## config.mk

```make
export PLATFORM = sky130hd
export DESIGN_NAME = one_shot_timer_bank
export DESIGN_NICKNAME = d
export VERILOG_FILES = /design/src/rtl/core/ostb_pkg.sv /design/src/rtl/core/ostb_alu.sv /design/src/rtl/core/ostb_ctrl.sv /design/src/rtl/core/one_shot_timer_bank.sv
export VERILOG_INCLUDE_DIRS = /design/src /design/src/rtl/core
export SDC_FILE = /design/constraint.sdc
export NUM_CORES = 1
export LEC_CHECK = 0
export ABC_AREA = 1
export BUFFER_PORTS_ARGS = -buffer_cell sky130_fd_sc_hd__buf_4
export CELL_PAD_IN_SITES_DETAIL_PLACEMENT = 0
export CELL_PAD_IN_SITES_GLOBAL_PLACEMENT = 1
export CORE_MARGIN = 3
export CORE_UTILIZATION = 45
export CTS_BUF_LIST = sky130_fd_sc_hd__clkbuf_8 sky130_fd_sc_hd__clkbuf_16
export DETAILED_ROUTE_END_ITERATION = 10
export PLACE_DENSITY = 0.74
export SYNTH_ARGS = -nofsm -noshare
export SYNTH_HDL_FRONTEND = slang
export SYNTH_SLANG_ARGS = --single-unit
```

## constraint.sdc

```tcl
create_clock -name i_clk -period 8.8 [get_ports i_clk]
set_clock_uncertainty 0.1 [all_clocks]
set_input_delay 1.76 -clock i_clk [delete_from_list [all_inputs] [get_ports i_clk]]
set_output_delay 1.76 -clock i_clk [all_outputs]
set_load 0.02 [all_outputs]
```

## src/rtl/core/assert_macros.svh

```systemverilog
// Assertion helpers shared by the RTL. Define ASSERT_OFF to compile them away.
`ifndef ASSERT_MACROS_SVH
`define ASSERT_MACROS_SVH

`ifndef ASSERT_OFF

// Checks a property on every rising clock edge outside of reset.
`define ASSERT_AT(lbl, clk, rstn, prop, msg) \
    lbl: assert property (@(posedge clk) disable iff (!rstn) prop) else $error(msg);

// Checks that a condition never holds outside of reset.
`define ASSERT_NEVER(lbl, clk, rstn, cond, msg) \
    lbl: assert property (@(posedge clk) disable iff (!rstn) !(cond)) else $error(msg);

`else

`define ASSERT_AT(lbl, clk, rstn, prop, msg)
`define ASSERT_NEVER(lbl, clk, rstn, cond, msg)

`endif

`endif

```

## src/rtl/core/ostb_pkg.sv

```systemverilog
package ostb_pkg;

    localparam int NUM_SLOTS  = 8;
    localparam int SLOT_IDX_W = (NUM_SLOTS > 1) ? $clog2(NUM_SLOTS) : 1;
    localparam int RANK_W     = SLOT_IDX_W;
    localparam int PTR_W      = $clog2(NUM_SLOTS + 1);

    localparam int OP_W    = 3;
    localparam int SLOT_W  = 3;
    localparam int TIME_W  = 32;
    localparam int DELTA_W = 16;

    typedef enum logic [OP_W-1:0] {
        OP_TICK    = 3'd0,
        OP_SET_DUR = 3'd1,
        OP_START   = 3'd2,
        OP_PAUSE   = 3'd3,
        OP_RESUME  = 3'd4,
        OP_CANCEL  = 3'd5,
        OP_QUERY   = 3'd6
    } t_op;

    typedef enum logic [2:0] {
        ST_IDLE,
        ST_EXEC,
        ST_ACK,
        ST_TICK,
        ST_DONE
    } t_state;

    typedef enum logic {
        ALU_ADD_SAT,
        ALU_SUB
    } t_alu_mode;

    typedef struct packed {
        logic              kind;
        logic [SLOT_W-1:0] which_slot;
        logic [TIME_W-1:0] remaining_units;
        logic              is_active;
        logic              is_paused;
        logic              last;
    } t_result;

endpackage

```

## src/rtl/core/ostb_alu.sv

```systemverilog
// Shared 32-bit arithmetic unit.
// Add mode: res = a + b saturated at all ones, flag = res >= c.
// Subtract mode: res = c - a, flag = a >= c.
module ostb_alu (
    input  ostb_pkg::t_alu_mode          i_mode,
    input  logic [ostb_pkg::TIME_W-1:0]  i_a,
    input  logic [ostb_pkg::TIME_W-1:0]  i_b,
    input  logic [ostb_pkg::TIME_W-1:0]  i_c,
    output logic [ostb_pkg::TIME_W-1:0]  o_res,
    output logic                         o_flag
);

    logic [ostb_pkg::TIME_W:0]   sum;
    logic [ostb_pkg::TIME_W-1:0] sat;

    always_comb begin
        sum = {1'b0, i_a} + {1'b0, i_b};
        sat = sum[ostb_pkg::TIME_W] ? '1 : sum[ostb_pkg::TIME_W-1:0];
        case (i_mode)
            ostb_pkg::ALU_ADD_SAT: begin
                o_res  = sat;
                o_flag = (sat >= i_c);
            end
            ostb_pkg::ALU_SUB: begin
                o_res  = i_c - i_a;
                o_flag = (i_a >= i_c);
            end
            default: begin
                o_res  = '0;
                o_flag = 1'b0;
            end
        endcase
    end

endmodule

```

## src/rtl/core/ostb_ctrl.sv

```systemverilog
`include "assert_macros.svh"

// Slot state and the sequencer that drives the shared arithmetic unit.
module ostb_ctrl (
    input  logic                          i_clk,
    input  logic                          i_rst_n,
    input  logic                          i_in_valid,
    output logic                          o_in_ready,
    input  logic [ostb_pkg::OP_W-1:0]     i_op,
    input  logic [ostb_pkg::SLOT_W-1:0]   i_slot,
    input  logic [ostb_pkg::TIME_W-1:0]   i_duration,
    input  logic [ostb_pkg::DELTA_W-1:0]  i_delta,
    input  logic                          i_out_free,
    output logic                          o_emit_valid,
    output ostb_pkg::t_result             o_emit
);

    localparam int N = ostb_pkg::NUM_SLOTS;

    ostb_pkg::t_state r_state, n_state;

    ostb_pkg::t_op                    r_op;
    logic [ostb_pkg::SLOT_W-1:0]      r_slot;
    logic [ostb_pkg::TIME_W-1:0]      r_dur_in;
    logic [ostb_pkg::DELTA_W-1:0]     r_delta;
    logic [ostb_pkg::PTR_W-1:0]       r_ptr;

    logic [ostb_pkg::TIME_W-1:0]      r_duration [N];
    logic [ostb_pkg::TIME_W-1:0]      r_elapsed  [N];
    logic [ostb_pkg::RANK_W-1:0]      r_rank     [N];
    logic [N-1:0]                     r_active;
    logic [N-1:0]                     r_paused;

    logic [N-1:0]                      hit;
    logic                              any_hit;
    logic [ostb_pkg::SLOT_IDX_W-1:0]   hit_idx;
    logic [ostb_pkg::SLOT_IDX_W-1:0]   sidx;
    logic [ostb_pkg::SLOT_IDX_W-1:0]   rd_idx;
    logic                              in_bank;

    ostb_pkg::t_alu_mode               alu_mode;
    logic [ostb_pkg::TIME_W-1:0]       alu_b;
    logic [ostb_pkg::TIME_W-1:0]       alu_res;
    logic                              alu_flag;

    logic                              in_tick;
    logic                              in_exec;
    logic                              tick_paused;
    logic                              tick_expire;
    logic                              tick_write;
    logic                              tick_advance;
    logic                              drop_en;
    logic [ostb_pkg::RANK_W-1:0]       drop_rank;
    logic                              start_en;
    logic                              clear_elapsed;
    logic                              ack_active;
    logic                              emit_blocked;
    logic                              done_emit;

    assign sidx    = ostb_pkg::SLOT_IDX_W'(r_slot);
    assign in_bank = (int'(r_slot) < N);
    assign in_tick = (r_state == ostb_pkg::ST_TICK);
    assign in_exec = (r_state == ostb_pkg::ST_EXEC) && in_bank;

    // Ranks stay dense, so the slot at the pointer's rank is unique.
    always_comb begin
        hit_idx = '0;
        for (int i = 0; i < N; i++) begin
            hit[i] = r_active[i] &&
                     (ostb_pkg::PTR_W'(r_rank[i]) == r_ptr);
        end
        for (int i = N - 1; i >= 0; i--) begin
            if (hit[i]) begin
                hit_idx = ostb_pkg::SLOT_IDX_W'(i);
            end
        end
        any_hit = |hit;
    end

    assign rd_idx   = in_tick ? hit_idx : sidx;
    assign alu_mode = in_tick ? ostb_pkg::ALU_ADD_SAT : ostb_pkg::ALU_SUB;
    assign alu_b    = in_tick ? ostb_pkg::TIME_W'(r_delta) : '0;

    ostb_alu u_alu (
        .i_mode (alu_mode),
        .i_a    (r_elapsed[rd_idx]),
        .i_b    (alu_b),
        .i_c    (r_duration[rd_idx]),
        .o_res  (alu_res),
        .o_flag (alu_flag)
    );

    // An expiry holds the sweep in place until the output register has room.
    assign tick_paused  = in_tick && any_hit && r_paused[hit_idx];
    assign tick_expire  = in_tick && any_hit && !r_paused[hit_idx] && alu_flag;
    assign tick_write   = in_tick && any_hit && !r_paused[hit_idx] &&
                          (!alu_flag || i_out_free);
    assign tick_advance = tick_paused || (tick_write && !alu_flag);

    assign start_en = in_exec && (r_op == ostb_pkg::OP_START) && !r_active[sidx];
    assign drop_en  = (tick_expire && i_out_free) ||
                      (in_exec && r_active[sidx] &&
                       ((r_op == ostb_pkg::OP_SET_DUR) || (r_op == ostb_pkg::OP_CANCEL)));
    assign drop_rank     = r_rank[rd_idx];
    assign clear_elapsed = in_exec && ((r_op == ostb_pkg::OP_SET_DUR) || start_en);

    assign ack_active = in_bank && r_active[sidx];

    assign o_in_ready = (r_state == ostb_pkg::ST_IDLE);

    always_comb begin
        n_state = r_state;
        case (r_state)
            ostb_pkg::ST_IDLE: begin
                if (i_in_valid) begin
                    n_state = (ostb_pkg::t_op'(i_op) == ostb_pkg::OP_TICK) ?
                              ostb_pkg::ST_TICK : ostb_pkg::ST_EXEC;
                end
            end
            ostb_pkg::ST_EXEC: begin
                n_state = ostb_pkg::ST_ACK;
            end
            ostb_pkg::ST_ACK, ostb_pkg::ST_DONE: begin
                if (i_out_free) begin
                    n_state = ostb_pkg::ST_IDLE;
                end
            end
            ostb_pkg::ST_TICK: begin
                if (!any_hit) begin
                    n_state = ostb_pkg::ST_DONE;
                end
            end
            default: begin
                n_state = ostb_pkg::ST_IDLE;
            end
        endcase
    end

    always_comb begin
        o_emit_valid = 1'b0;
        o_emit       = '0;
        case (r_state)
            ostb_pkg::ST_ACK: begin
                o_emit_valid           = i_out_free;
                o_emit.which_slot      = r_slot;
                o_emit.remaining_units = (ack_active && !alu_flag) ? alu_res : '0;
                o_emit.is_active       = ack_active;
                o_emit.is_paused       = ack_active && r_paused[sidx];
                o_emit.last            = 1'b1;
            end
            ostb_pkg::ST_TICK: begin
                o_emit_valid      = tick_expire && i_out_free;
                o_emit.kind       = 1'b1;
                o_emit.which_slot = ostb_pkg::SLOT_W'(hit_idx);
            end
            ostb_pkg::ST_DONE: begin
                o_emit_valid = i_out_free;
                o_emit.last  = 1'b1;
            end
            default: begin
                o_emit_valid = 1'b0;
            end
        endcase
    end

    always_ff @(posedge i_clk) begin
        if (!i_rst_n) begin
            r_state <= ostb_pkg::ST_IDLE;
            r_ptr   <= '0;
        end else begin
            r_state <= n_state;
            if (r_state == ostb_pkg::ST_IDLE) begin
                r_ptr <= '0;
            end else if (tick_advance) begin
                r_ptr <= r_ptr + ostb_pkg::PTR_W'(1);
            end
        end
    end

    always_ff @(posedge i_clk) begin
        if (o_in_ready && i_in_valid) begin
            r_op     <= ostb_pkg::t_op'(i_op);
            r_slot   <= i_slot;
            r_dur_in <= i_duration;
            r_delta  <= i_delta;
        end
    end

    always_ff @(posedge i_clk) begin
        if (tick_write) begin
            r_elapsed[hit_idx] <= alu_res;
        end else if (clear_elapsed) begin
            r_elapsed[sidx] <= '0;
        end
    end

    always_ff @(posedge i_clk) begin
        if (!i_rst_n) begin
            r_active <= '0;
            r_paused <= '0;
            for (int i = 0; i < N; i++) begin
                r_rank[i]     <= '0;
                r_duration[i] <= '0;
            end
        end else begin
            for (int i = 0; i < N; i++) begin
                if (start_en && r_active[i]) begin
                    r_rank[i] <= r_rank[i] + ostb_pkg::RANK_W'(1);
                end
                if (drop_en && r_active[i] && (ostb_pkg::SLOT_IDX_W'(i) != rd_idx) &&
                    (r_rank[i] > drop_rank)) begin
                    r_rank[i] <= r_rank[i] - ostb_pkg::RANK_W'(1);
                end
            end
            if (drop_en) begin
                r_active[rd_idx] <= 1'b0;
                r_rank[rd_idx]   <= '0;
            end
            if (in_exec) begin
                case (r_op)
                    ostb_pkg::OP_SET_DUR: begin
                        r_paused[sidx]   <= 1'b0;
                        r_duration[sidx] <= r_dur_in;
                    end
                    ostb_pkg::OP_START: begin
                        if (start_en) begin
                            r_active[sidx] <= 1'b1;
                            r_paused[sidx] <= 1'b0;
                            r_rank[sidx]   <= '0;
                        end
                    end
                    ostb_pkg::OP_PAUSE: begin
                        if (r_active[sidx]) begin
                            r_paused[sidx] <= 1'b1;
                        end
                    end
                    ostb_pkg::OP_RESUME: begin
                        if (r_active[sidx]) begin
                            r_paused[sidx] <= 1'b0;
                        end
                    end
                    default: begin
                    end
                endcase
            end
        end
    end

    assign emit_blocked = o_emit_valid && !i_out_free;
    assign done_emit    = (r_state == ostb_pkg::ST_DONE) && o_emit_valid;

    `ASSERT_NEVER(a_emit_needs_room, i_clk, i_rst_n, emit_blocked, "item emitted without room")
    `ASSERT_AT(a_tick_closes, i_clk, i_rst_n, done_emit |=> o_in_ready, "tick did not close")
    `ASSERT_AT(a_rank_unique, i_clk, i_rst_n, in_tick |-> $onehot0(hit), "slots share a rank")

endmodule

```

## src/rtl/core/one_shot_timer_bank.sv

```systemverilog
// Bank of one-shot timer slots driven by one operation per input item. A tick walks the
// active slots in start order, newest first, one slot per cycle unless an expiry is held,
// through a single shared 32-bit saturating add and compare unit; it gives one expiry item
// for each slot that ran out and ends with an empty item marked last. Every other
// operation passes through accept, update and acknowledge states and gives one
// acknowledge item with the slot's status. The input is not ready while an item is being
// worked on, and the sweep holds whenever an expiry finds the output register still full.
module one_shot_timer_bank (
    input  logic        i_clk,
    input  logic        i_rst_n,
    input  logic        s_axis_tvalid,
    output logic        s_axis_tready,
    // [2:0] slot, [34:3] duration_units, [50:35] delta_units, [55:51] zero
    input  logic [55:0] s_axis_tdata,
    // [2:0] operation
    input  logic [2:0]  s_axis_tuser,
    output logic        m_axis_tvalid,
    input  logic        m_axis_tready,
    // [2:0] which_slot, [34:3] remaining_units, [35] is_active, [36] is_paused, [39:37] zero
    output logic [39:0] m_axis_tdata,
    // [0] kind
    output logic [0:0]  m_axis_tuser,
    output logic        m_axis_tlast
);

    ostb_pkg::t_result r_out;
    logic              r_out_valid;
    logic              out_free;
    logic              emit_valid;
    ostb_pkg::t_result emit;

    assign out_free = !r_out_valid || m_axis_tready;

    ostb_ctrl u_ctrl (
        .i_clk        (i_clk),
        .i_rst_n      (i_rst_n),
        .i_in_valid   (s_axis_tvalid),
        .o_in_ready   (s_axis_tready),
        .i_op         (s_axis_tuser),
        .i_slot       (s_axis_tdata[2:0]),
        .i_duration   (s_axis_tdata[34:3]),
        .i_delta      (s_axis_tdata[50:35]),
        .i_out_free   (out_free),
        .o_emit_valid (emit_valid),
        .o_emit       (emit)
    );

    always_ff @(posedge i_clk) begin
        if (!i_rst_n) begin
            r_out_valid <= 1'b0;
        end else if (emit_valid) begin
            r_out_valid <= 1'b1;
        end else if (m_axis_tready) begin
            r_out_valid <= 1'b0;
        end
    end

    always_ff @(posedge i_clk) begin
        if (emit_valid) begin
            r_out <= emit;
        end
    end

    assign m_axis_tvalid = r_out_valid;
    assign m_axis_tdata  = {3'b000, r_out.is_paused, r_out.is_active,
                            r_out.remaining_units, r_out.which_slot};
    assign m_axis_tuser  = r_out.kind;
    assign m_axis_tlast  = r_out.last;

endmodule
```

After elaboration in Yosys (flattened, before gate mapping)
Memory sizes are Yosys's and may differ from the RTL's.
Index checks and enable logic that the tools add are counted.
{"block": "totals", "ram_bits": 536, "elab_cells": 321, "out_inout_bits": 44, "latchBits": 0, "mem_bits_ro": 0, "inputBits": 63, "ff_bits": 117, "memories": 3}
{"block": "classes", "order_cmp": 15, "bitwise": 23, "div_mod_pow": 0, "n_eq_ne": 30, "n_mul": 0, "shifts": 0, "addsub": 19, "n_reduce_logical": 81, "mux": 135}
{"name": "u_ctrl.r_duration", "depth": 8, "word_bits": 32, "read_ports": 1, "rd_clocked_by_memory_dff": 0, "write_ports": 8, "line_no": "ostb_ctrl.sv:28", "source": "logic [ostb_pkg::TIME_W-1:0] r_duration [N];"}
{"name": "u_ctrl.r_elapsed", "depth": 8, "word_bits": 32, "read_ports": 1, "rd_clocked_by_memory_dff": 0, "write_ports": 1, "line_no": "ostb_ctrl.sv:29", "source": "logic [ostb_pkg::TIME_W-1:0] r_elapsed [N];"}
{"name": "u_ctrl.r_rank", "depth": 8, "word_bits": 3, "read_ports": 9, "rd_clocked_by_memory_dff": 0, "write_ports": 9, "line_no": "ostb_ctrl.sv:30", "source": "logic [ostb_pkg::RANK_W-1:0] r_rank [N];"}
{"cell": "3-bit 2-to-1 mux", "n": 32}
{"cell": "32-bit 2-to-1 mux", "n": 3}
{"cell": "1-bit 2-to-1 mux", "n": 79}
{"cell": "32-bit greater-or-equal comparator", "n": 2}
{"cell": "8-bit 2-to-1 mux", "n": 8}
{"cell": "32-bit case mux with 2 select lines", "n": 1}
{"cell": "32-bit OR reduction", "n": 2}
{"cell": "1-bit logical AND", "n": 57}
{"cell": "32-bit by 32-bit adder with 33-bit output", "n": 1}
{"cell": "3-bit by 4-bit equality test with 1-bit output", "n": 8}
{"cell": "8-bit case mux with 4 select lines", "n": 1}
{"cell": "32-bit subtractor", "n": 1}
{"cell": "3-bit by 1-bit adder with 3-bit output, second input constant", "n": 8}
{"cell": "3-bit > comparator", "n": 8}
{"cell": "3-bit by 1-bit subtractor with 3-bit output, second input constant", "n": 8}
{"cell": "8-bit bitwise AND", "n": 2}
{"cell": "16-bit 2-to-1 mux", "n": 1}
{"cell": "8-bit NOT", "n": 2}
{"cell": "1-bit OR", "n": 16}
{"cell": "8-bit OR", "n": 2}
{"cell": "3-bit by 2-bit equality test with 1-bit output, second input constant", "n": 4}
{"cell": "3-bit by 4-bit less-than comparator with 1-bit output, second input constant", "n": 3}
{"cell": "3-bit inequality test, first input constant", "n": 4}
{"cell": "3-bit case mux with 4 select lines", "n": 1}
{"cell": "other kinds (26)", "n": 49}

Depth between registers and ports, before layout
Gate-level depths: netlist of the first run.
An unclocked memory read counts as a cell.
{"block": "logic_depth", "word_depth": 27, "depth_mapped": 53, "mapped_depth_nobuf": 50}

Modules after synthesis
From an unflattened synthesis of the first run, not the netlist that was laid out.
{"block": "unflattened", "cells_unflattened": 3712, "hier_area_um2": 34254.1}
{"mod": "ostb_ctrl", "area_per_inst_um2": 26755.7, "cells_per_inst": 2405, "instances": 1}
{"mod": "ostb_alu", "area_per_inst_um2": 6254.7, "cells_per_inst": 1258, "instances": 1}
{"mod": "one_shot_timer_bank", "area_per_inst_um2": 1243.7, "cells_per_inst": 49, "instances": 1}

Least setup slack after synthesis of the first run
Ideal clock, no wire load.
{"block": "synth_timing", "path_kind": "register -> register", "start": "reg u_ctrl.r_ptr[0] (netlist name)", "end": "reg r_out, in the netlist m_axis_tdata[0], enable pin", "t_required_ns": 8.250, "path_buffers": 6, "setup_time_ns": 0.450, "path_slack_ns": 0.991, "synth_period_minus_slack_ns": 7.809, "stages_incl_launch_ff": 42, "arrival_time_ns": 7.259, "cell_sequence": "dfxtp_1 > buf_6 > inv_4 > nand2_1 > nand2_1 > nor2_1 > nand2_1 > nand2_1 > nand2_1 > nand2_1 > nand2_1 > nand2_1 > nand2_2 > nand3_2 > nand2_4 > buf_6 > nor2_8 > buf_2 > [6 not listed] > a21oi_1 > o21a_1 > a21boi_0 > nand2_2 > a21oi_2 > o21ai_2 > nand2_2 > buf_8 > nand3_2 > ha_1 > nand4_1 > nor3_1 > inv_1 > nor4_1 > nand3_1 > nand3_1 > nand4_1 > a21oi_1"}
{"block": "synth_via", "elab_chain_cells": 19, "elab_cells_between_ends": 41}
{"element": "from (decl)", "line_no": "ostb_ctrl.sv:26", "source": "logic [ostb_pkg::PTR_W-1:0] r_ptr;"}
{"element": "from (signal assigned)", "line_no": "ostb_ctrl.sv:175", "source": "r_ptr <= r_ptr + ostb_pkg::PTR_W'(1);"}
{"element": "3-bit by 4-bit equality test with 1-bit output", "line_no": "ostb_ctrl.sv:70", "source": "(ostb_pkg::PTR_W'(r_rank[i]) == r_ptr);"}
{"element": "1-bit logical AND", "line_no": "ostb_ctrl.sv:69", "source": "hit[i] = r_active[i] &&"}
{"element": "3-bit 2-to-1 mux (8 in a row)", "line_no": "ostb_ctrl.sv:73", "source": "if (hit[i]) begin"}
{"element": "3-bit 2-to-1 mux", "line_no": "ostb_ctrl.sv:80", "source": "assign rd_idx = in_tick ? hit_idx : sidx;"}
{"element": "memory 8 x 32 bit"}
{"element": "32-bit by 32-bit adder with 33-bit output", "line_no": "ostb_alu.sv:17", "source": "sum = {1'b0, i_a} + {1'b0, i_b};"}
{"element": "32-bit 2-to-1 mux", "line_no": "ostb_alu.sv:18", "source": "sat = sum[ostb_pkg::TIME_W] ? '1 : sum[ostb_pkg::TIME_W-1:0];"}
{"element": "32-bit greater-or-equal comparator", "line_no": "ostb_alu.sv:22", "source": "o_flag = (sat >= i_c);"}
{"element": "1-bit case mux with 2 select lines", "line_no": "ostb_alu.sv:19", "source": "case (i_mode)"}
{"element": "1-bit logical AND *", "line_no": "ostb_ctrl.sv:95", "source": "assign tick_expire = in_tick && any_hit && !r_paused[hit_idx] && alu_flag;"}
{"element": "1-bit logical AND *", "line_no": "ostb_ctrl.sv:152", "source": "o_emit_valid = tick_expire && i_out_free;"}
{"element": "1-bit case mux with 2 select lines *", "line_no": "ostb_ctrl.sv:142", "source": "case (r_state)"}
{"element": "net emit_valid", "line_no": "one_shot_timer_bank.sv:29", "source": "logic emit_valid;"}
{"element": "to (signal assigned)", "line_no": "one_shot_timer_bank.sv:60", "source": "r_out <= emit;"}
{"element": "to (decl)", "line_no": "one_shot_timer_bank.sv:26", "source": "ostb_pkg::t_result r_out;"}
The timed path passes the listed nets; every way through them passes the cells marked *. The select of a mux whose other input is x is not followed.
A chain may end at the register's enable or synchronous reset.

==> results of run 1 <==
==> logic make-up (layout without fill, tap and decap cells) <==
logic type | Yosys count | after routing
and+or+nand+nor | 1548 | 1549
DFF | 653 | 653
AOI/OAI and AO/OA | 511 | 511
buffers and inverters | 468 | 705
adders and majority gates | 114 | 114
xor gates and xnor gates | 43 | 43
muxes | 8 | 8
other | 1 | 3
==> layer usage <==
layer,wire [um],vias to the layer above,share of wire (%),global-route usage (%)
met2,46900,907,47,42.9
li1,-,11903,-,-
met3,6150,163,6.1,3.44
met1,44300,12408,44,37.0
met4,2770,0,2.8,8.37
met5,0,-,0,0
==> layout make-up <==
cell class | instances | area (um2) | share of cell area, %
Sequential cell | 653 | 19100 | 50.9
Clock inverter | 54 | 489 | 1.30
Clock buffer | 75 | 1850 | 4.93
Tap cell | 950 | 1190 | 3.16
Timing Repair Buffer | 233 | 1880 | 4.99
Inverter | 343 | 1290 | 3.44
Multi-Input combinational cell | 2228 | 11800 | 31.3
==> stage by stage <==
step | worst slack [ns] | utilization [%] | hold WS, ns
6_report | 0.543 | 52.5 | 0.382
5_1_grt | 0.0251 | 52.5 | 0.409
4_1_cts | 0.149 | 52.4 | 0.387
3_5_place_dp | 0.181 | 49.1 | 0.376
3_3_place_gp | 0.216 | 49.1 | 0.360
2_1_floorplan | 0.991 | - | 0.341
==> final timing paths <==
path                        start                   to  slack, ns  cells after the start
hold reg to reg              flop                 flop       0.38                      2
setup reg to reg  u_ctrl.r_ptr[0]  u_ctrl.r_rank[0][2]       0.54                     49
setup / recovery  u_ctrl.r_ptr[0]  u_ctrl.r_rank[0][2]       0.54                     49
hold / removal               flop                 flop       0.38                      2
==> state kept, by name (all words and copies together) (netlist names), named ones only <==
name               flops
m_axis_tdata          37
m_axis_tlast           1
m_axis_tuser           1
m_axis_tvalid          1
u_ctrl.r_active        8
u_ctrl.r_delta        16
u_ctrl.r_dur_in       32
u_ctrl.r_duration    256
u_ctrl.r_elapsed     256
u_ctrl.r_op            3
u_ctrl.r_ptr           4
u_ctrl.r_rank         24
u_ctrl.r_slot          3
u_ctrl.r_state         3
==> synthesized netlist by cell type, types with 11 or more instances <==
library cell,n,area share (%)
buf_1,12,0.14
edfxtp_1,605,56
o22ai_1,60,1.2
nor3_1,37,0.57
a31oi_1,13,0.25
o21ai_0,97,1.5
inv_2,20,0.23
inv_1,319,3.7
clkbuf_1,81,0.93
buf_2,17,0.26
dfxtp_1,48,2.9
nor2_1,537,6.2
a21oi_1,142,2.2
o22a_1,21,0.56
nand2_1,720,8.3
nand2_2,11,0.21
xnor2_1,16,0.43
o221ai_1,25,0.67
ha_1,107,4.1
xor2_1,27,0.72
nand3_1,119,1.8
a22oi_1,41,0.94
nand4_1,71,1.4
nand3_2,12,0.37
o21a_1,50,1.2
==> worst register-to-register path: cells and delay by family, from the launching register on <==
family / cells / cell delay [ns]
and+or+nand+nor: 26 / 3.31
DFF: 1 / 0.48
buffers and inverters: 10 / 1.29
xor gates and xnor gates: 1 / 0.16
adders and majority gates: 3 / 1.08
AOI/OAI and AO/OA: 9 / 1.77
==> placed cells by master, fill, tap and decap left out, types with 6 or more instances in the layout <==
master and n:
a211oi_1 9, a21oi_1 141, a221oi_1 9, a22oi_1 41, a31oi_1 13, buf_12 9, buf_4 220, bufinv_16 6
clkbuf_16 73, clkinv_1 14, clkinv_2 13, dfxtp_1 46, edfxtp_1 605, fa_1 7, ha_1 107, inv_1 330
inv_2 22, mux2i_1 8, nand2_1 719, nand2_2 10, nand3_1 118, nand3_2 13, nand3b_1 10, nand4_1 71
nor2_1 528, nor2_2 9, nor2_4 12, nor3_1 37, o21a_1 50, o21ai_0 95, o21ai_1 12, o221ai_1 25
o22a_1 21, o22ai_1 60, or2_2 8, xnor2_1 16, xor2_1 27
==> what timing repair did <==
| item | in CTS | in global routing |
|---|---|---|
| hold endpoints to repair | 0 | 0 |
| gates resized for setup | 0 | 14 |
| hold buffers | 0 | 0 |
| setup buffers | 0 | 1 |
| setup endpoints to repair | 0 | 280 |
==> flow_summary.yaml, run 1 <==
floorplanning:
  die_height_um: 275
  ioPinCount: 107
  rows: 98
  die_w_um: 275
  initial_core_util_pct: 45.6
  die_area_um2: 75800
  coreArea_um2: 71600
routing:
  dr.pass1.iters: 6
  drc: 0
  vias: 25381
  drt_iter0_markers: 2225
  wl_per_cell_um: 22.1
  viasPerCell: 5.60
  wl_um: 100000
  ant_nets: 0
setup_path:
  critPathLaunchType: "flop"
  cp.arrival_ns: 8.68
  crit_path_max_incr_delay_ns: 0.48
  cp_slowest_cell: "dfxtp_2"
  cpMostUsedCell: "nand2_1"
  cp_top_family: "simple AND/OR/NAND/NOR gates"
  end_kind: "flop"
  critPathMaxFanout: 21
  crit_buf_inv: 10
  path_class: "reg -> reg"
  cp.required_ns: 9.22
synth:
  synth_xor_area_share_pct: 1.15
  yosys_most_used_dff: "edfxtp_1"
  synth_fa_ha_area_share_pct: 4.53
  postSynth.asyncResetShare_pct: 0
  synthesis.instances: 3346
  yosysSeqAreaShare_pct: 58.6
  synth_cell_types: 63
  synth_warnings: 0
  synth_top_family_by_area: "simple AND/OR/NAND/NOR gates"
  synth_area_um2: 32600
  synth-edff-count: 605
  muxShareOfSynthArea_pct: 0.245
  synthSimpleGateAreaFrac_pct: 19.8
  syn_area_per_cell_um2: 9.75
  ys_ff_latch: 653
  synth-compound-area-share_pct: 9.90
cts:
  tritoncts: "built"
  cts-root-buf: "clkbuf_16"
  cts_made_buffers: 72
  clkLatencyLatePin_ns: 0.64
  clockBufferDepth: 3
  clock-sinks: 653
  htree_levels: 3
  clk_pin_slew_ns: 0.06
global_route:
  grt.overflow.total: 0
  grt_pass1_vias: 24878
  grt_util_all_layers_pct: 26.4
  grt_pass1_wl_um: 150000
  antenna_found_initial: 1
  grt_start_max_net_pins: 53
final_layout:
  fin_nets: 3708
  fin_cells: 4536
  fin_area_um2: 37600
  syn2layout_area_growth_pct: 15.3
  nFillCells: 6478
  n_antenna_cell: 0
  drive_above_1_share_pct: 12.1
sta:
  fmax_mhz: 121
  layout_min_cycle_time_ns: 8.26
  layout_worst_path_cycle_share_pct: 93.8
  fin_tns_setup_ns: 0
  finalHoldViolations: 0
  drv_slew: 0
  rsz0062_at_grt: "no"
  slew_headroom_pct: 21.5
  setup_viol: 0
  worst_pin_slew_ns: 1.18
hold_path:
  hold_path.class: "reg -> reg"
placed_design:
  placed_cell_area_um2: 35200
  routabilityCongestion: 0.946
  dp_cells: 4405
  io_buffers: 98
  hpwl_um: 67200
flow_run:
  maxCapViolCount: 0
run_status:
  status: "completed"
Power of run 1 is not shown: default switching activity piles up to over one toggle a cycle in this logic, so the estimate is an artifact.
==> run 2: changes to the inputs <==
CTS_CLUSTER_DIAMETER = 30   (was not set)
PLACE_DENSITY = 0.75   (was 0.74)
SYNTH_HIERARCHICAL = 1   (was not set)
clock period = 9.1 ns   (was 8.8 ns; I/O delays follow)
==> run 2 against run 1 <==
Synthesized cell count is 11% higher. Flip-flop and latch count is the same. Wire length up 3.8%. Global-route usage down 0.39 points. Utilization increased by 3.2 points. Register-to-register slack gained 0.21 ns. Final cell count increased by 12%. Critical path depth is 5 lower. Worst hold slack better by 0.0026 ns. Setup slack better by 0.21 ns. Die area rose by 4.9%. Synthesized area up 5.0%. Critical path type unchanged. Highest routed layer is now met5.
==> flow_summary.yaml, run 2 <==
cts:
  cts.repair.resized: 0
  clk_pin_slew_ns: 0.05
  clkLatencyLatePin_ns: 0.72
  cts-hold-fix-buffers: 0
  htree_levels: 4
  cts-root-buf: "clkbuf_16"
  clock-sinks: 653
  cts_made_buffers: 133
  post_cts_buffers: 0
  tritoncts: "built"
  clockBufferDepth: 3
floorplanning:
  die_w_um: 282
  die_area_um2: 79500
  die_height_um: 282
  coreArea_um2: 74900
  initial_core_util_pct: 45.7
  rows: 100
  ioPinCount: 107
final_layout:
  final_common_cell: "nand2_1"
  final_cell_mix: "893 x nand2_1, 605 x edfxtp_1, 510 x nor2_1"
  nFillCells: 6641
  n_antenna_cell: 0
  drive_above_1_share_pct: 14.2
  fin_nets: 4173
  syn2layout_area_growth_pct: 21.9
synth:
  post-synth-top-area-cell: "edfxtp_1"
  synth_top_area_share_pct: 53.0
  yosys_most_used_dff: "edfxtp_1"
  synth_cell_types: 58
  synth_common_cells: "898 x nand2_1, 605 x edfxtp_1, 519 x nor2_1, 477 x inv_1, 212 x nand3_1"
  yosysSeqAreaShare_pct: 55.8
  syn_area_per_cell_um2: 9.23
  ys_ff_latch: 653
  ys_top_cells_by_area: "edfxtp_1 53%, nand2_1 9.8%, nor2_1 5.7%"
  synth-edff-count: 605
  synth_most_common_cell: "nand2_1"
  synth_area_um2: 34300
  synthesis.instances: 3712
  postSynth.asyncResetShare_pct: 0
  synth_warnings: 6
sta:
  layout_worst_path_cycle_share_pct: 91.8
  drv_slew: 0
  setup_viol: 0
  finalHoldViolations: 0
  slew_headroom_pct: 26.2
  rsz0062_at_grt: "no"
  worst_pin_slew_ns: 1.10
  layout_min_cycle_time_ns: 8.35
  holdWs_ns: 0.384
  fmax_mhz: 120
  fin_tns_setup_ns: 0
hold_path:
  hold_path.class: "reg -> reg"
setup_path:
  cp.required_ns: 9.63
  cp.arrival_ns: 8.88
  reg2reg_setup_slack_ns: 0.75
  cp_slowest_cell: "buf_4"
  path_class: "reg -> reg"
  cpMostUsedCell: "nand2_1"
  crit_path_max_incr_delay_ns: 0.56
  critPathLaunchType: "flop"
  end_kind: "flop"
  critPathMaxFanout: 41
routing:
  wl_per_cell_um: 20.5
  ant_nets: 0
  drc: 0
  dr.pass1.iters: 8
  wl_um: 104000
  viasPerCell: 5.32
  drt_iter0_markers: 2314
  vias: 26943
placed_design:
  io_buffers: 98
  hpwl_um: 69700
  routabilityCongestion: 0.938
global_route:
  grt_pass1_wl_um: 154000
  grt_util_all_layers_pct: 26.0
  antenna_found_initial: 3
  grt.overflow.total: 0
  grt_pass1_vias: 25689
  grt_start_max_net_pins: 69
run_status:
  status: "completed"
flow_run:
  maxCapViolCount: 0
==> run 2: cell count changes after synthesis, sizes merged, moves of 49 or more <==
cell    previous run  this run
a211oi             9        65
a22oi             41       132
a31oi             13        65
inv              341       499
nand2            734       931
nand3            131       232
o21a              50         1
o22ai             60         6
==> run 2: worst max-delay path: cells and delay by family (launching register included) <==
| kind | cells | cell delay [ns] |
|---|---|---|
| and+or+nand+nor | 25 | 4.12 |
| adders and majority gates | 3 | 0.74 |
| AOI/OAI and AO/OA | 4 | 0.54 |
| buffers and inverters | 10 | 1.97 |
| xor gates and xnor gates | 2 | 0.24 |
| DFF | 1 | 0.49 |
==> run 2: stage by stage <==
step	area [um2]	cells	util, %	worst slack [ns]
3_5_place_dp	37100	4820	49.5	0.797
2_1_floorplan	34300	3729	-	2.02
4_1_cts	41800	5065	55.7	0.736
5_1_grt	41800	5065	55.7	0.122
6_report	41800	5065	55.7	0.751
3_3_place_gp	37100	4820	49.5	0.868
==> run 2: layout make-up <==
cell class / instances / area (um2) / share of cell area (%)
sequential: 653 / 19100 / 45.8
multi-input combinational: 2447 / 12800 / 30.7
clock buffer: 137 / 3380 / 8.10
timing repair buffer: 250 / 2090 / 5.00
inverter: 501 / 1890 / 4.52
clock inverter: 108 / 1240 / 2.96
tap: 969 / 1210 / 2.90
==> run 2: final timing paths <==
kind	startpoint	endpoint	cells after the start
max	u_ctrl/r_ptr[2]	u_ctrl/r_rank[3][2]	44
min	flop	flop	2
max reg2reg	u_ctrl/r_ptr[2]	u_ctrl/r_rank[3][2]	44
min reg2reg	flop	flop	2
==> run 2: cell families after synthesis <==
logic type / share of synthesized area (%)
xor gates and xnor gates: 0.997
DFF: 55.8
other: 0.0219
AOI/OAI and AO/OA: 8.98
adders and majority gates: 4.73
and+or+nand+nor: 22.2
buffers and inverters: 7.25
==> run 2: routing by layer <==
metal  global-route usage [%]  share of wire, %
met4                     10.3               3.5
met3                     5.22               6.8
met2                     42.8                47
met1                     34.0                43
met5                        0             0.016
Power of run 2 is left out for the same reason.
